File: src/rtl/lfbs_pkg.sv
// ----------------------------------------------------------------------------
// lfbs_pkg
// Shared types and constants for the LED fade and blink sequencer: item
// structs, action and register codes, controller states and the command and
// status bundles between the controller and the datapath.
// ----------------------------------------------------------------------------
package lfbs_pkg;

  // default fractional bits of the fade level
  localparam int LEVEL_FRAC_BITS_DEF = 16;

  // configuration port
  localparam int CFG_IDX_W  = 2;
  localparam int CFG_DATA_W = 16;

  // register reset values
  localparam logic [15:0] STEP_INTERVAL_RST = 16'd50;
  localparam logic [7:0]  FADE_STEPS_RST    = 8'd20;
  localparam logic [7:0]  BLINK_COUNT_RST   = 8'd3;
  localparam logic [15:0] BLINK_DELAY_RST   = 16'd300;

  // register indexes
  typedef enum logic [CFG_IDX_W-1:0] {
    REG_STEP_INTERVAL = 2'd0,
    REG_FADE_STEPS    = 2'd1,
    REG_BLINK_COUNT   = 2'd2,
    REG_BLINK_DELAY   = 2'd3
  } cfg_reg_t;

  // item action codes
  typedef enum logic [1:0] {
    ACT_TIME  = 2'd0,
    ACT_FADE  = 2'd1,
    ACT_BLINK = 2'd2,
    ACT_NONE  = 2'd3
  } action_t;

  // input item
  typedef struct packed {
    logic [1:0]  action;
    logic [31:0] now_ms;
    logic [7:0]  target_level;
  } in_item_t;

  // result item
  typedef struct packed {
    logic       pwm_write;
    logic [7:0] pwm_level;
    logic [7:0] brightness;
    logic       idle;
    logic       blink_done;
  } out_item_t;

  // controller states
  typedef enum logic [2:0] {
    ST_IDLE,
    ST_EVAL,
    ST_PREP,
    ST_DIV,
    ST_FINISH
  } state_t;

  // controller to datapath
  typedef struct packed {
    logic load_item;
    logic eval;
    logic div_start;
    logic commit;
  } cmd_t;

  // datapath to controller
  typedef struct packed {
    logic is_fade;
    logic div_done;
    logic out_free;
  } stat_t;

endpackage

File: src/rtl/lfbs_div.sv
// ----------------------------------------------------------------------------
// lfbs_div
// Restoring divider by an 8-bit divisor, one quotient bit per cycle.
// ----------------------------------------------------------------------------
module lfbs_div #(
  parameter int DW = 25
) (
  input  logic          clk,
  input  logic          rst,
  input  logic          start,
  input  logic [DW-1:0] dividend,
  input  logic [7:0]    divisor,
  output logic [DW-1:0] quotient,
  output logic          done
);

  localparam int CW = $clog2(DW + 1);

  logic [CW-1:0] cnt;
  logic [DW-1:0] quo;
  logic [7:0]    rem;
  logic [7:0]    dsr;
  logic [8:0]    rem_sh;
  logic [8:0]    rem_sub;
  logic          fits;

  // one trial subtraction per cycle
  always_comb begin
    rem_sh  = {rem, quo[DW-1]};
    fits    = rem_sh >= {1'b0, dsr};
    rem_sub = rem_sh - {1'b0, dsr};
  end

  // bit counter
  always_ff @(posedge clk) begin
    if (rst) begin
      cnt <= '0;
    end else if (start) begin
      cnt <= CW'(DW);
    end else if (cnt != '0) begin
      cnt <= cnt - 1'b1;
    end
  end

  // remainder and quotient shift register
  always_ff @(posedge clk) begin
    if (start) begin
      quo <= dividend;
      rem <= '0;
      dsr <= divisor;
    end else if (cnt != '0) begin
      quo <= {quo[DW-2:0], fits};
      rem <= fits ? rem_sub[7:0] : rem_sh[7:0];
    end
  end

  assign quotient = quo;
  assign done     = (cnt == '0);

endmodule

File: src/rtl/lfbs_dp.sv
// ----------------------------------------------------------------------------
// lfbs_dp
// Sequencer datapath: configuration registers, fade and blink state, elapsed
// time checks, increment divider, clamp and the registered result item.
// ----------------------------------------------------------------------------
module lfbs_dp #(
  parameter int LEVEL_FRAC_BITS = lfbs_pkg::LEVEL_FRAC_BITS_DEF
) (
  input  logic                               clk,
  input  logic                               rst,
  input  lfbs_pkg::in_item_t                 in_data,
  input  lfbs_pkg::cmd_t                     cmd,
  output lfbs_pkg::stat_t                    stat,
  input  logic                               cfg_we,
  input  logic [lfbs_pkg::CFG_IDX_W-1:0]     cfg_idx,
  input  logic [lfbs_pkg::CFG_DATA_W-1:0]    cfg_wdata,
  output logic                               out_valid,
  input  logic                               out_ready,
  output lfbs_pkg::out_item_t                out_data
);

  localparam int F  = LEVEL_FRAC_BITS;
  localparam int LW = 8 + F;   // unsigned level
  localparam int IW = LW + 1;  // signed increment and difference
  localparam int SW = LW + 2;  // signed level plus increment
  localparam int DW = IW;      // divider dividend

  // configuration
  logic [15:0] step_interval_ms;
  logic [7:0]  fade_steps;
  logic [7:0]  blink_count;
  logic [15:0] blink_delay_ms;

  // animation state
  logic [LW-1:0]        fade_level;
  logic [7:0]           fade_target;
  logic signed [IW-1:0] fade_increment;
  logic [31:0]          fade_last_time;
  logic [31:0]          blink_last_time;
  logic                 blink_is_on;
  logic [7:0]           blink_counter;
  logic [7:0]           blink_on_level;

  logic [LW-1:0]        fade_level_next;
  logic [7:0]           fade_target_next;
  logic signed [IW-1:0] fade_increment_next;
  logic [31:0]          fade_last_time_next;
  logic [31:0]          blink_last_time_next;
  logic                 blink_is_on_next;
  logic [7:0]           blink_counter_next;
  logic [7:0]           blink_on_level_next;

  // item and evaluation registers
  lfbs_pkg::in_item_t   item;
  logic                 ev_blink_el;
  logic                 ev_fade_el;
  logic signed [SW-1:0] ev_sum;
  logic signed [IW-1:0] ev_diff;

  logic                 blink_fin;
  logic                 fade_fin;
  logic [31:0]          blink_age;
  logic [31:0]          fade_age;
  logic signed [SW-1:0] sum_c;
  logic signed [IW-1:0] diff_c;
  logic [DW-1:0]        diff_mag;
  logic [7:0]           steps_eff;
  logic [DW-1:0]        div_dividend;
  logic [DW-1:0]        div_quot;
  logic                 div_done;
  logic signed [SW-1:0] tgt_fx;
  logic signed [SW-1:0] clamped;
  lfbs_pkg::out_item_t  res;

  // finished tests on the current state
  assign blink_fin = (blink_counter == blink_count) && blink_is_on;
  assign fade_fin  = (fade_level[LW-1 -: 8] == fade_target);

  // elapsed time, level step and fade difference
  always_comb begin
    blink_age = item.now_ms - blink_last_time;
    fade_age  = item.now_ms - fade_last_time;
    sum_c     = $signed({2'b00, fade_level}) +
                $signed({{(SW-IW){fade_increment[IW-1]}}, fade_increment});
    diff_c    = $signed({1'b0, item.target_level, {F{1'b0}}}) -
                $signed({1'b0, fade_level});
  end

  // capture item and evaluation results
  always_ff @(posedge clk) begin
    if (cmd.load_item) begin
      item <= in_data;
    end
    if (cmd.eval) begin
      ev_blink_el <= blink_age >= {16'd0, blink_delay_ms};
      ev_fade_el  <= fade_age >= {16'd0, step_interval_ms};
      ev_sum      <= sum_c;
      ev_diff     <= diff_c;
    end
  end

  // rounded-up increment magnitude: (|diff| + steps - 1) / steps
  always_comb begin
    diff_mag     = ev_diff[IW-1] ? DW'(-ev_diff) : DW'(ev_diff);
    steps_eff    = (fade_steps == 8'd0) ? 8'd1 : fade_steps;
    div_dividend = diff_mag + {{(DW-8){1'b0}}, steps_eff - 8'd1};
  end

  lfbs_div #(
    .DW (DW)
  ) u_div (
    .clk      (clk),
    .rst      (rst),
    .start    (cmd.div_start),
    .dividend (div_dividend),
    .divisor  (steps_eff),
    .quotient (div_quot),
    .done     (div_done)
  );

  // clamp the stepped level at the target
  always_comb begin
    tgt_fx = $signed({2'b00, fade_target, {F{1'b0}}});
    if (fade_increment[IW-1]) begin
      clamped = (ev_sum < tgt_fx) ? tgt_fx : ev_sum;
    end else begin
      clamped = (ev_sum > tgt_fx) ? tgt_fx : ev_sum;
    end
  end

  // next state and result of the current item
  always_comb begin
    fade_level_next      = fade_level;
    fade_target_next     = fade_target;
    fade_increment_next  = fade_increment;
    fade_last_time_next  = fade_last_time;
    blink_last_time_next = blink_last_time;
    blink_is_on_next     = blink_is_on;
    blink_counter_next   = blink_counter;
    blink_on_level_next  = blink_on_level;
    res                  = '0;
    case (lfbs_pkg::action_t'(item.action))
      lfbs_pkg::ACT_FADE: begin
        fade_target_next    = item.target_level;
        fade_increment_next = ev_diff[IW-1] ? $signed(-div_quot) : $signed(div_quot);
        fade_last_time_next = item.now_ms;
      end
      lfbs_pkg::ACT_BLINK: begin
        if (blink_fin) begin
          blink_counter_next   = 8'd1;
          blink_on_level_next  = fade_level[LW-1 -: 8];
          blink_is_on_next     = 1'b0;
          blink_last_time_next = item.now_ms;
          res.pwm_write        = 1'b1;
        end
      end
      lfbs_pkg::ACT_TIME: begin
        if (!blink_fin) begin
          if (ev_blink_el) begin
            blink_is_on_next = !blink_is_on;
            res.pwm_write    = 1'b1;
            if (!blink_is_on) begin
              res.pwm_level = blink_on_level;
            end else begin
              blink_counter_next = blink_counter + 8'd1;
            end
            res.blink_done = (blink_counter_next == blink_count) && blink_is_on_next;
            blink_last_time_next = item.now_ms;
          end
        end else if (!fade_fin && ev_fade_el) begin
          fade_last_time_next = item.now_ms;
          fade_level_next     = clamped[LW-1:0];
          res.pwm_write       = 1'b1;
          res.pwm_level       = fade_level_next[LW-1 -: 8];
        end
      end
      default: begin
      end
    endcase
    res.brightness = fade_level_next[LW-1 -: 8];
    res.idle       = (blink_counter_next == blink_count) && blink_is_on_next &&
                     (fade_level_next[LW-1 -: 8] == fade_target_next);
  end

  // animation state and configuration registers
  always_ff @(posedge clk) begin
    if (rst) begin
      step_interval_ms <= lfbs_pkg::STEP_INTERVAL_RST;
      fade_steps       <= lfbs_pkg::FADE_STEPS_RST;
      blink_count      <= lfbs_pkg::BLINK_COUNT_RST;
      blink_delay_ms   <= lfbs_pkg::BLINK_DELAY_RST;
      fade_level       <= '0;
      fade_target      <= '0;
      fade_increment   <= '0;
      fade_last_time   <= '0;
      blink_last_time  <= '0;
      blink_is_on      <= 1'b1;
      blink_counter    <= lfbs_pkg::BLINK_COUNT_RST;
      blink_on_level   <= '0;
    end else if (cmd.commit) begin
      fade_level      <= fade_level_next;
      fade_target     <= fade_target_next;
      fade_increment  <= fade_increment_next;
      fade_last_time  <= fade_last_time_next;
      blink_last_time <= blink_last_time_next;
      blink_is_on     <= blink_is_on_next;
      blink_counter   <= blink_counter_next;
      blink_on_level  <= blink_on_level_next;
    end else if (cfg_we) begin
      case (lfbs_pkg::cfg_reg_t'(cfg_idx))
        lfbs_pkg::REG_STEP_INTERVAL: step_interval_ms <= cfg_wdata;
        lfbs_pkg::REG_FADE_STEPS:    fade_steps       <= cfg_wdata[7:0];
        lfbs_pkg::REG_BLINK_COUNT: begin
          blink_count   <= cfg_wdata[7:0];
          blink_counter <= cfg_wdata[7:0];
        end
        lfbs_pkg::REG_BLINK_DELAY:   blink_delay_ms   <= cfg_wdata;
        default: begin
        end
      endcase
    end
  end

  // output register
  always_ff @(posedge clk) begin
    if (rst) begin
      out_valid <= 1'b0;
    end else if (cmd.commit) begin
      out_valid <= 1'b1;
    end else if (out_ready) begin
      out_valid <= 1'b0;
    end
  end

  always_ff @(posedge clk) begin
    if (cmd.commit) begin
      out_data <= res;
    end
  end

  // status to the controller
  assign stat.is_fade  = (lfbs_pkg::action_t'(item.action) == lfbs_pkg::ACT_FADE);
  assign stat.div_done = div_done;
  assign stat.out_free = !out_valid || out_ready;

  // a committed item is always presented
  a_commit_shows: assert property (@(posedge clk) disable iff (rst)
    cmd.commit |=> out_valid)
    else $error("committed item not presented");

  // a start leaves the divider busy
  a_div_runs: assert property (@(posedge clk) disable iff (rst)
    cmd.div_start |=> !div_done)
    else $error("divider finished straight after start");

endmodule

File: src/rtl/lfbs_ctrl.sv
// ----------------------------------------------------------------------------
// lfbs_ctrl
// Sequencer controller: takes one item at a time, steps it through
// evaluation, the optional increment division and the commit.
// ----------------------------------------------------------------------------
module lfbs_ctrl (
  input  logic             clk,
  input  logic             rst,
  input  logic             in_valid,
  output logic             in_ready,
  output lfbs_pkg::cmd_t   cmd,
  input  lfbs_pkg::stat_t  stat
);

  lfbs_pkg::state_t state;
  lfbs_pkg::state_t state_next;

  // state register
  always_ff @(posedge clk) begin
    if (rst) begin
      state <= lfbs_pkg::ST_IDLE;
    end else begin
      state <= state_next;
    end
  end

  // next state and commands
  always_comb begin
    state_next = state;
    cmd        = '0;
    in_ready   = 1'b0;
    case (state)
      lfbs_pkg::ST_IDLE: begin
        in_ready = 1'b1;
        if (in_valid) begin
          cmd.load_item = 1'b1;
          state_next    = lfbs_pkg::ST_EVAL;
        end
      end
      lfbs_pkg::ST_EVAL: begin
        cmd.eval   = 1'b1;
        state_next = stat.is_fade ? lfbs_pkg::ST_PREP : lfbs_pkg::ST_FINISH;
      end
      lfbs_pkg::ST_PREP: begin
        cmd.div_start = 1'b1;
        state_next    = lfbs_pkg::ST_DIV;
      end
      lfbs_pkg::ST_DIV: begin
        if (stat.div_done) begin
          state_next = lfbs_pkg::ST_FINISH;
        end
      end
      lfbs_pkg::ST_FINISH: begin
        if (stat.out_free) begin
          cmd.commit = 1'b1;
          state_next = lfbs_pkg::ST_IDLE;
        end
      end
      default: begin
        state_next = lfbs_pkg::ST_IDLE;
      end
    endcase
  end

  // the division is waited out
  a_div_wait: assert property (@(posedge clk) disable iff (rst)
    (state == lfbs_pkg::ST_DIV) && !stat.div_done |=> (state == lfbs_pkg::ST_DIV))
    else $error("left division before it finished");

  // no commit over an unread result
  a_commit_free: assert property (@(posedge clk) disable iff (rst)
    cmd.commit |-> stat.out_free)
    else $error("commit while output register is full");

endmodule

File: src/rtl/led_fade_and_blink_sequencer_top.sv
// Flow: one item at a time; time check and blink items pass through evaluation
//   and commit, fade items also through the divider (one quotient bit per divider
//   cycle). A new item is taken only once the last one is committed, and the commit
//   waits while the output is stalled.
// Reset: synchronous; registers return to their defaults and the animation state
//   to off and finished, with no pending result.
// ----------------------------------------------------------------------------
// led_fade_and_blink_sequencer_top
// LED brightness engine: fade to a target level in fixed-point steps and
// boundary blink at the captured level, sharing one PWM duty output.
// ----------------------------------------------------------------------------
module led_fade_and_blink_sequencer_top #(
  parameter int LEVEL_FRAC_BITS = lfbs_pkg::LEVEL_FRAC_BITS_DEF
) (
  input  logic                             clk,
  input  logic                             rst,
  input  logic                             in_valid,
  output logic                             in_ready,
  input  lfbs_pkg::in_item_t               in_data,
  output logic                             out_valid,
  input  logic                             out_ready,
  output lfbs_pkg::out_item_t              out_data,
  input  logic                             cfg_we,
  input  logic [lfbs_pkg::CFG_IDX_W-1:0]   cfg_idx,
  input  logic [lfbs_pkg::CFG_DATA_W-1:0]  cfg_wdata
);

  lfbs_pkg::cmd_t  cmd;
  lfbs_pkg::stat_t stat;

  // controller
  lfbs_ctrl u_ctrl (
    .clk      (clk),
    .rst      (rst),
    .in_valid (in_valid),
    .in_ready (in_ready),
    .cmd      (cmd),
    .stat     (stat)
  );

  // datapath
  lfbs_dp #(
    .LEVEL_FRAC_BITS (LEVEL_FRAC_BITS)
  ) u_dp (
    .clk       (clk),
    .rst       (rst),
    .in_data   (in_data),
    .cmd       (cmd),
    .stat      (stat),
    .cfg_we    (cfg_we),
    .cfg_idx   (cfg_idx),
    .cfg_wdata (cfg_wdata),
    .out_valid (out_valid),
    .out_ready (out_ready),
    .out_data  (out_data)
  );

endmodule
File: config.mk
export PLATFORM = sky130hd
export DESIGN_NAME = led_fade_and_blink_sequencer_top
export DESIGN_NICKNAME = d
export VERILOG_FILES = /design/src/rtl/lfbs_pkg.sv /design/src/rtl/lfbs_div.sv /design/src/rtl/lfbs_dp.sv /design/src/rtl/lfbs_ctrl.sv /design/src/rtl/led_fade_and_blink_sequencer_top.sv
export SDC_FILE = /design/constraint.sdc
export NUM_CORES = 1
export LEC_CHECK = 0
export ABC_AREA = 1
export BUFFER_PORTS_ARGS = -buffer_cell sky130_fd_sc_hd__buf_2
export CAP_MARGIN = 20
export CORE_MARGIN = 1
export CORE_UTILIZATION = 50
export CTS_CLUSTER_SIZE = 14
export DETAILED_ROUTE_END_ITERATION = 10
export PLACE_DENSITY = 0.72
export SYNTH_ARGS = -nofsm -noshare
export SYNTH_HDL_FRONTEND = slang
export SYNTH_SLANG_ARGS = --single-unit
export TNS_END_PERCENT = 50
File: constraint.sdc
create_clock -name clk -period 5.5 [get_ports clk]
set_input_delay 0 -clock clk [delete_from_list [all_inputs] [get_ports clk]]
set_output_delay 0 -clock clk [all_outputs]
set_load 0.01 [all_outputs]
Word-level counts from Yosys, hierarchy flattened. Index checks and enable logic that the tools add are counted.

Eq/ne operators: 22. $lt $le $gt $ge: 5. Reduce and logical (&&, ||, !) cells: 34. Multiplexer cells: 57. Add/sub/neg operators: 11. Bitwise gates (word level): 3.

Operators by type and width (number): 2-to-1 mux 32 bit (5); 2-to-1 mux 24 bit (6); case mux 32 bit (2 select lines) (2); 2-to-1 mux 8 bit (14); 2-to-1 mux 25 bit (4); greater-or-equal comparator 32 x 16 -> 1 bit (2); subtractor 32 bit (2); negator 25 bit (2); == test 8 bit (5); 2-to-1 mux 9 bit (3); adder 25 x 25 -> 26 bit (1); > comparator 26 x 25 -> 1 bit (1); less-than comparator 26 x 25 -> 1 bit (1); adder 25 x 8 -> 25 bit (1); subtractor 24 x 24 -> 25 bit (1); AND reduction 3 bit (6); case mux 8 bit (2 select lines) (1); case mux 3 bit (5 select lines) (1); 2-to-1 mux 1 bit (13); 2-to-1 mux 3 bit (4); nonzero test 2 bit (6); 2-to-1 mux 5 bit (2); inequality test 2 x 1 -> 1 bit (second input constant) (5); greater-or-equal comparator 9 x 8 -> 1 bit (1); other kinds (25) (43).

Bits in registers: 350. Word-level logic and storage cells: 164. Bits of input ports: 65.

Logic depth before layout (Yosys ltp). Gate-level depths: netlist of run 1.

Depth in word-level cells: 11. Gate-level depth with buffers: 24. Mapped depth without buffers: 24.

By module. A second synthesis of run 1 with hierarchy kept.

Cells, all modules: 3004. Area, all modules: 22524.1 µm².

By module, submodules not included: lfbs_dp (instances 1, cells an instance 2668, sequential area each 7166.9 µm², area an instance 19852.8 µm²); lfbs_div (instances 1, cells an instance 302, sequential area each 1251.2 µm², area an instance 2462.4 µm²); lfbs_ctrl (instances 1, cells an instance 34, sequential area each 60.1 µm², area an instance 209.0 µm²).

Least setup slack after synthesis of run 1. No wires, ideal clock.

Path type: reg-to-reg. Start: reg u_ctrl.state[0]. End: reg u_dp.item[0] (netlist name) (enable). Setup time: 493 ps. Path buffers: 0. Data required time: 5007 ps. Cell stages (with the launch flop): 4. Slack: 1637 ps. Arrival time: 3369 ps. Cell sequence: dfxtp_1 nor2_1 inv_1 nor3_1.

RTL lines: start: declaration (line lfbs_ctrl.sv:15) `lfbs_pkg::state_t state;`; start signal: assignment (line lfbs_ctrl.sv:21) `state <= lfbs_pkg::ST_IDLE;`; start signal: assignment (line lfbs_ctrl.sv:23) `state <= state_next;`; end signal: assignment (line lfbs_dp.sv:92) `item <= in_data;`; end: declaration (line lfbs_dp.sv:54) `lfbs_pkg::in_item_t item;`.

Worst setup path after layout of run 1.
Start: reg u_dp.fade_steps[3]. End: reg u_dp.u_div.quo[21] (netlist: u_dp.u_div.quotient[21]) (data pin).

Longest elaborated chain between the ends: 5.

RTL lines: start: declaration (line lfbs_dp.sv:30) `logic [7:0] fade_steps;`; start signal: assignment (line lfbs_dp.sv:189) `fade_steps <= lfbs_pkg::FADE_STEPS_RST;`; start signal: assignment (line lfbs_dp.sv:212) `lfbs_pkg::REG_FADE_STEPS: fade_steps <= cfg_wdata[7:0];`; logical NOT 8 bit (line lfbs_dp.sv:105) `steps_eff = (fade_steps == 8'd0) ? 8'd1 : fade_steps;`; 2-to-1 mux 8 bit * (line lfbs_dp.sv:105); subtractor 8 x 1 -> 8 bit * (line lfbs_dp.sv:106) `div_dividend = diff_mag + {{(DW-8){1'b0}}, steps_eff - 8'd1};`; adder 25 x 8 -> 25 bit * (line lfbs_dp.sv:106); 2-to-1 mux 25 bit * (line lfbs_div.sv:47) `if (start) begin`; end signal: assignment (line lfbs_div.sv:48) `quo <= dividend;`; end signal: assignment (line lfbs_div.sv:52) `quo <= {quo[DW-2:0], fits};`; end: declaration (line lfbs_div.sv:20) `logic [DW-1:0] quo;`.

Every way passes the cells marked *; elsewhere a longest branch is shown, timed or not. A chain may end at the register's enable or synchronous reset.

==> impl_results.md, run 1 <==
* Status: finished clean
* 1st-pass router iterations at 9
* Post-synth top area cell: edfxtp_1
* CP Capture Type: flop
* Clock-pin slew on the worst setup and hold paths at 0.06 ns
* Worst Skew at slightly above 0.02 ns
* Via count of the first global-routing pass at between 20000 and 25000
* Max clock buf depth at 3
* CTS root buffer: clkbuf_16
* Synth Flop Type: dfxtp_1
* Final WS setup at between 1.5 and 2 ns
* Drt wl/cell at 17.17 µm
* CP Data Arrival Time at 4.16 ns
* Vias at 20579
* Synthesis-stage register bit count at 350
* Hold path startpoint: rst
* CP required at 5.95 ns
* Port bufs at 85
* Post-synth ARST share at 0%
* Max IR drop VDD at 252.0 µV
* Crit Path Class: reg2reg
* Most frequent cell after synthesis: nand2_1
* Tot GR Track Use at 27.87%
* Clock latency on the worst-skew pair at 0.58 ns
* Minimum clock period at 3.711 ns
* Share of cells above drive strength 1 at a little over 7%
* Crit path launch type: flop
* Slew HR at around 33%
* Iteration-0 DRC Markers at between 1500 and 2000
* Netlist Area Pre-Place at roughly 23000 µm²
* Layout area overhead at 12.96%
* CTS Buf Count at 40
* H-tree levels at 2
* Place WS at 1.886 ns
* Die area at 45920 µm²
* Top post-synthesis cells by area: edfxtp_1 (20%), dfxtp_1 (18%), nand2_1 (9.4%)
* Post-DP HPWL at roughly 49000 µm
* Final RePlAce weighted congestion at 0.9372
* Top delay family on crit path: simple AND/OR/NAND/NOR gates
* Diodes inserted at 0
* Global route overflow at 0
* Register-to-Register Path Depth at 24
* Clock sink total at 350
* Post-CTS Setup Inserts at 0
* DRT Wirelength at between 60000 and 70000 µm
* Final hold violations at 0
* Crit. path cell count at 24
* Avg Inst Size Synth at 7.541 µm²
* Worst Setup SP: u_dp.fade_steps[3]
* Worst hold slack at 0.06172 ns
* Cells along the critical path: nor2_1 -> inv_1 -> nor3_1 -> nand3_1 -> nor2_1 -> nor2_1 -> ha_1 -> nand2_1 -> xnor2_1 -> ha_1 -> inv_1 -> o21bai_1 -> a21boi_1 -> o21ai_1 -> inv_1 -> o21bai_1 -> nand2_1 -> nor2_2 -> nand3_2 -> nor2_4 -> nand2_2 -> o21bai_1 -> nand3_1 -> nand2_1
* Sequential share of the synthesized area at 37.63%
* Top post-synthesis cells by count: nand2_1 (562), inv_1 (416), a21oi_1 (288), o21ai_0 (260), nor2_1 (256)
* Max Cap Viol at 0
* Dpl cell area at 23480 µm²
* Worst reg2reg path endpoint: u_dp.u_div.quotient[21]
* Filler cell count at 4157
* Gate count of the mapped netlist at around 3000
* Hold WC Path Type: in2reg
* Reg-to-reg startpoint: u_dp.fade_steps[3]
* Worst Path Buf+Inv at 3
* Post-route cell area at approximately 25000 µm²
* Number of placement rows at between 70 and 80
* RSZ-0062 raised after global routing: no
* Detail Route Antenna Nets at 0
* Pin count of the biggest net entering global routing at 108
* Synth Warn # at 0
* Antenna violations before repair at 0
* DRC at 0
* Pwr Total at about 0.0085 W
* Setup crit end: u_dp.u_div.quotient[21]
* Power per cell area at 334.7 nW/µm²
* Max Clk Rate at 269.5 MHz
* Worst R2R Setup Slack at around 1.8 ns
* Die X at 214.3 µm
* Period utilization at roughly 67%
* Leakage power at 11.07 nW
* Worst hold stages at 3
* Area share of the largest cell type after synthesis at 19.59%
* Net count after synthesis at 3215
* CP max stage cell: ha_1
* Ports at 86
* Crit path max fanout at 6
* CTS tree: built
* Yosys cell types at between 60 and 70
* Slew Viols, Final at 0
* Starting Density at 50.84%
* Vias per std cell at 5.501
* First-pass GRT wire length at 103500 µm
* EDFF count, synth at 147
* Fin Setup TNS at 0 ns
* Slew of the pin with the lowest slew margin at 1.001 ns
* Die height at about 210 µm
* Slowest cell delay on critical path at 0.36 ns
* Layout Nets at 3344
* Final setup fails at 0
* Core Footprint at 44320 µm²
[worst reg2reg max path, delay by kind of cell (launching register included)]
family	cells	cell delay (ns)
adder cells (fa/ha/maj)	2	0.62
buffers and inverters	3	0.23
AND/OR/NAND/NOR	13	1.66
flip-flops	1	0.34
XOR/XNOR	1	0.08
AO/OA/AOI/OAI	5	0.66
[layout by cell type, fill, tap and decap left out, drive strengths merged, types with 15 or more instances in the layout]
master	Yosys	final
o21bai	15	15
clkinv	1	15
o211ai	22	22
nand4	62	62
nand3	156	156
dfxtp	203	203
o21ai	279	279
nand2	570	570
a31oi	20	20
nor3	38	38
ha	157	157
edfxtp	147	147
buf	20	102
nor2	273	273
dlygate4sd3	0	66
xnor2	49	49
clkbuf	61	51
xor2	115	115
a21oi	288	288
inv	425	426
[power by group]
group          total (W)  switching [W]  internal (W)
registers        0.00339       0.000284       0.00310
clock network    0.00263        0.00114       0.00149
logic            0.00250        0.00160      0.000900
[routing by layer]
metal	GRT usage, %	wire (µm)
met5	0	0
met4	11.29	2474
met3	4.227	3780
met2	47.99	30370
met1	34.86	27590
[worst min path at each step]
stage / end / slack (ns)
floorplan: u_dp.item[0] / 0.1
global placement: u_dp.item[39] / 0.18
detailed placement: u_dp.item[19] / 0.18
CTS: u_dp.fade_level[11] / 0.03
global route: u_dp.blink_count[3] / 0.05
finish: u_dp.blink_count[2] / 0.06
[sequential cells by signal, summed over array words and instances (netlist names), 3 cells and up]
signal	cells
u_dp.blink_delay_ms	16
u_dp.fade_level	24
u_dp.blink_count	8
u_dp.u_div.rem	8
u_dp.u_div.quotient	25
u_dp.blink_on_level	8
u_dp.fade_increment	25
u_dp.ev_diff	25
u_dp.step_interval_ms	16
u_dp.out_data	19
u_dp.blink_counter	8
u_dp.u_div.cnt	5
u_ctrl.state	3
u_dp.fade_target	8
u_dp.fade_steps	8
u_dp.item	42
u_dp.fade_last_time	32
u_dp.ev_sum	26
u_dp.blink_last_time	32
u_dp.u_div.dsr	8
[what timing repair did]
item	in CTS	in global routing
hold buffers	66	0
gates resized for setup	0	0
endpoints found under the hold margin	99	0
[final cells by class]
| type | instances | area, µm² | area share [%] |
|---|---|---|---|
| Clock buffer | 51 | 1072 | 4.213 |
| Clock inverter | 23 | 207.7 | 0.8160 |
| Inverter | 426 | 1600 | 6.287 |
| Multi-Input combinational cell | 2131 | 12120 | 47.62 |
| Sequential cell | 350 | 8478 | 33.31 |
| Tap cell | 592 | 740.7 | 2.910 |
| Timing Repair Buffer | 168 | 1234 | 4.847 |
[metrics by stage]
step	std cells	util, %
finish	3741	57.43
global route	3741	57.43
CTS	3739	57.35
detailed placement	3599	52.98
global placement	3599	52.98
floorplan	2988	-
[cells by family (layout without fill, tap and decap cells)]
kind of cell	count (synthesis)	in the layout	share of synthesized area, %
adders and majority gates	162	162	9.162
xor gates and xnor gates	164	164	6.525
and+or+nand+nor	1123	1123	21.49
DFF	350	350	37.63
AOI/OAI and AO/OA	682	682	16.53
buffers and inverters	507	668	8.668
Note: power is estimated with default switching activity, not from simulation.
==> inputs of run 2 (changes only) <==
- PLACE_DENSITY: 0.72 -> 0.74
- clock period: 5.5 -> 3.2 ns (I/O delays scaled with it)
==> impl_results.md, run 2 (synthesis gave the netlist of run 1 again) <==
* CP Data Arrival Time at 3.84 ns (-0.32 ns)
* Clock latency on the worst-skew pair at 0.59 ns (about the same)
* Tot GR Track Use at 28.84% (+0.97 points)
* Detail Route Antenna Nets at 0 (unchanged)
* Fin Setup TNS at -1.506 ns (-1.506 ns)
* Cell mode on critical path: buf_4
* Max Clk Rate at 284.4 MHz (+5.5%)
* Placed instance count at 3698 (+2.8%)
* Largest Register: u_dp.item
* Pwr Total at 0.01559 W (+83%)
* First-pass GRT wire length at 107500 µm (+3.9%)
* Slew of the pin with the lowest slew margin at 0.8705 ns (-0.1305 ns)
* RSZ-0062 raised after global routing: yes
* Top delay family on crit path: buffers and inverters
* Ports at 86 (unchanged)
* Most frequent cells in the layout: nand2_1 (554), inv_1 (409), a21oi_1 (283), nor2_1 (252), o21ai_0 (252)
* CP Capture Type: flop
* Layout area overhead at 19.27%
* Worst Skew at 0.02864 ns (+0.008167 ns)
* Leakage power at 11.82 nW (+6.8%)
* Port bufs at 85 (unchanged)
* Power per cell area at 580.1 nW/µm² (+73%)
* Share of cells above drive strength 1 at 12.50% (+5.4 points)
* Slew Viols, Final at 0 (unchanged)
* Max clock buf depth at 3 (unchanged)
* Crit path max fanout at 4 (-2)
* Worst hold slack at 0.04595 ns (-0.01578 ns)
* CTS tree: built
* Diodes inserted at 0 (unchanged)
* Minimum clock period at 3.516 ns (-0.1948 ns)
* CTS root buffer: clkbuf_16
* 1st-pass router iterations at 6 (-3)
* Clock sink total at 350 (unchanged)
* Top Registers: u_dp.item (42), u_dp.blink_last_time (32), u_dp.fade_last_time (32)
* Die height at 214.3 µm (unchanged)
* Starting Density at 50.84% (unchanged)
* Final hold violations at 0 (unchanged)
* Crit Path Class: reg2reg
* Cells along the critical path: nor2_1 -> inv_1 -> nor3_2 -> nand3_1 -> nor2_1 -> nor2_1 -> ha_2 -> nand2_2 -> xor2_1 -> ha_1 -> a21oi_1 -> a21boi_2 -> o21ai_4 -> buf_4 -> buf_4 -> buf_4 -> buf_4 -> buf_4 -> buf_4 -> buf_4 -> buf_4 -> nand2_4 -> a31oi_4
* Final RePlAce weighted congestion at 0.9615 (+2.6%)
* Die area at 45920 µm² (unchanged)
* Slowest cell delay on critical path at 0.32 ns (-0.04 ns)
* Max Cap Viol at 0 (unchanged)
* H-tree levels at 2 (unchanged)
* Vias per std cell at 5.559 (+1.1%)
* Post-route cell area at 26870 µm² (+5.6%)
* DRC at 0 (unchanged)
* Period utilization at 109.9% (+42 points)
* Pin count of the biggest net entering global routing at 65 (-40%)
* Iteration-0 DRC Markers at 1600 (+0.50%)
* Worst Path Buf+Inv at 9 (+6)
* Crit path launch type: flop
* Failing checks: negative setup slack
* DRT Wirelength at 67990 µm (+5.9%)
* Die X at 214.3 µm (unchanged)
* Commonest non-fill, non-tap cell in the layout: nand2_1
* Dpl cell area at 24280 µm² (+3.4%)
* Largest register FFs at 42 (unchanged)
* Final WS setup at -0.3162 ns (-2.105 ns)
* Drt wl/cell at 17.53 µm (+2.1%)
* Number of placement rows at 77 (unchanged)
* CTS Buf Count at 41 (+2.5%)
* Clock-pin slew on the worst setup and hold paths at 0.07 ns (about the same)
* Vias at 21563 (+4.8%)
* Max IR drop VDD at 459.1 µV (+82%)
* Non-Filler Instances at 3879 (+3.7%)
* CP required at 3.53 ns (-2.42 ns)
* Global route overflow at 0 (unchanged)
* Via count of the first global-routing pass at 20979 (+4.1%)
* Layout Nets at 3481 (+4.1%)
* Core Footprint at 44320 µm² (unchanged)
* Post-DP HPWL at 50360 µm (+3.4%)
* Slew HR at 41.96% (+8.7 points)
* Final setup fails at 14 (+14)
* Status: finished, violations left
* CP max stage cell: dfxtp_2
* Hold WC Path Type: in2reg
* Antenna violations before repair at 0 (unchanged)
-- run 2: cell types whose count changed in the layout (fill, tap and decap cells not counted), sizes merged --
cell,change
clkinvlp,-3
clkinv,+3
inv,+1
bufinv,+2
buf,+135
dlygate4sd3,+1
clkbuf,-1
-- run 2: per-layer routing --
layer / vias up / wire, µm / global-route usage [%] / part of all wire [%]
met2: 806 / 32320 / 49.82 / 48
met4: 0 / 2767 / 12.95 / 4.1
li1: 10552 / - / - / -
met5: - / 0 / 0 / 0
met1: 10030 / 28830 / 35.80 / 42
met3: 175 / 4067 / 3.830 / 6.0
-- run 2: area by class of cell --
class / count / area (µm²)
Timing Repair Buffer: 304 / 2291
Clock buffer: 50 / 1112
Tap cell: 592 / 740.7
Fill cell: 3966 / 17440
Clock inverter: 26 / 267.8
Sequential cell: 350 / 8481
Multi-Input combinational cell: 2131 / 12380
Inverter: 426 / 1600
-- run 2: stage by stage --
stage | utilization (%) | worst slack, ns
finish | 60.64 | -0.3162
global route | 60.64 | -0.5378
global placement | 54.78 | -0.1893
floorplan | - | -0.03080
detailed placement | 54.78 | -0.2522
CTS | 60.19 | -0.1284
-- run 2: worst register-to-register path, stage by stage (launching register included) --
cell,delay [ns]
dfxtp_2,0.32
nor2_1,0.09
inv_1,0.06
nor3_2,0.14
nand3_1,0.09
nor2_1,0.09
nor2_1,0.06
ha_2,0.22
nand2_2,0.06
xor2_1,0.16
ha_1,0.30
a21oi_1,0.16
a21boi_2,0.24
o21ai_4,0.09
buf_4,0.14
buf_4,0.12
buf_4,0.12
buf_4,0.12
buf_4,0.13
buf_4,0.14
buf_4,0.13
buf_4,0.14
nand2_4,0.07
a31oi_4,0.08
-- run 2: path summary, 6_finish.rpt --
| kind | from | to | slack (ns) | cells past startpoint |
|---|---|---|---|---|
| worst max-delay path | u_dp.fade_steps[4] | u_dp.u_div.quotient[7] | -0.32 | 23 |
| worst max register to register | u_dp.fade_steps[4] | u_dp.u_div.quotient[7] | -0.32 | 23 |
| worst min register to register | u_dp.blink_on_level[2] | u_dp.blink_on_level[2] | 0.45 | 2 |
| worst min-delay path | rst | u_ctrl.state[2] | 0.05 | 3 |
-- run 2: report_power, final --
group | switching, W | internal [W]
clock | 0.00202 | 0.00283
combinational | 0.00300 | 0.00193
sequential | 0.000484 | 0.00533
-- run 2: what timing repair did --
item / 4_1_cts / 5_1_grt
gates cloned: 0 / 0
gates resized for setup: 34 / 33
hold buffers: 67 / 0
pin swaps: 21 / 34
endpoints found under the setup margin: 16 / 25
buffers inserted: 27 / 11
hold endpoints to repair: 109 / 0
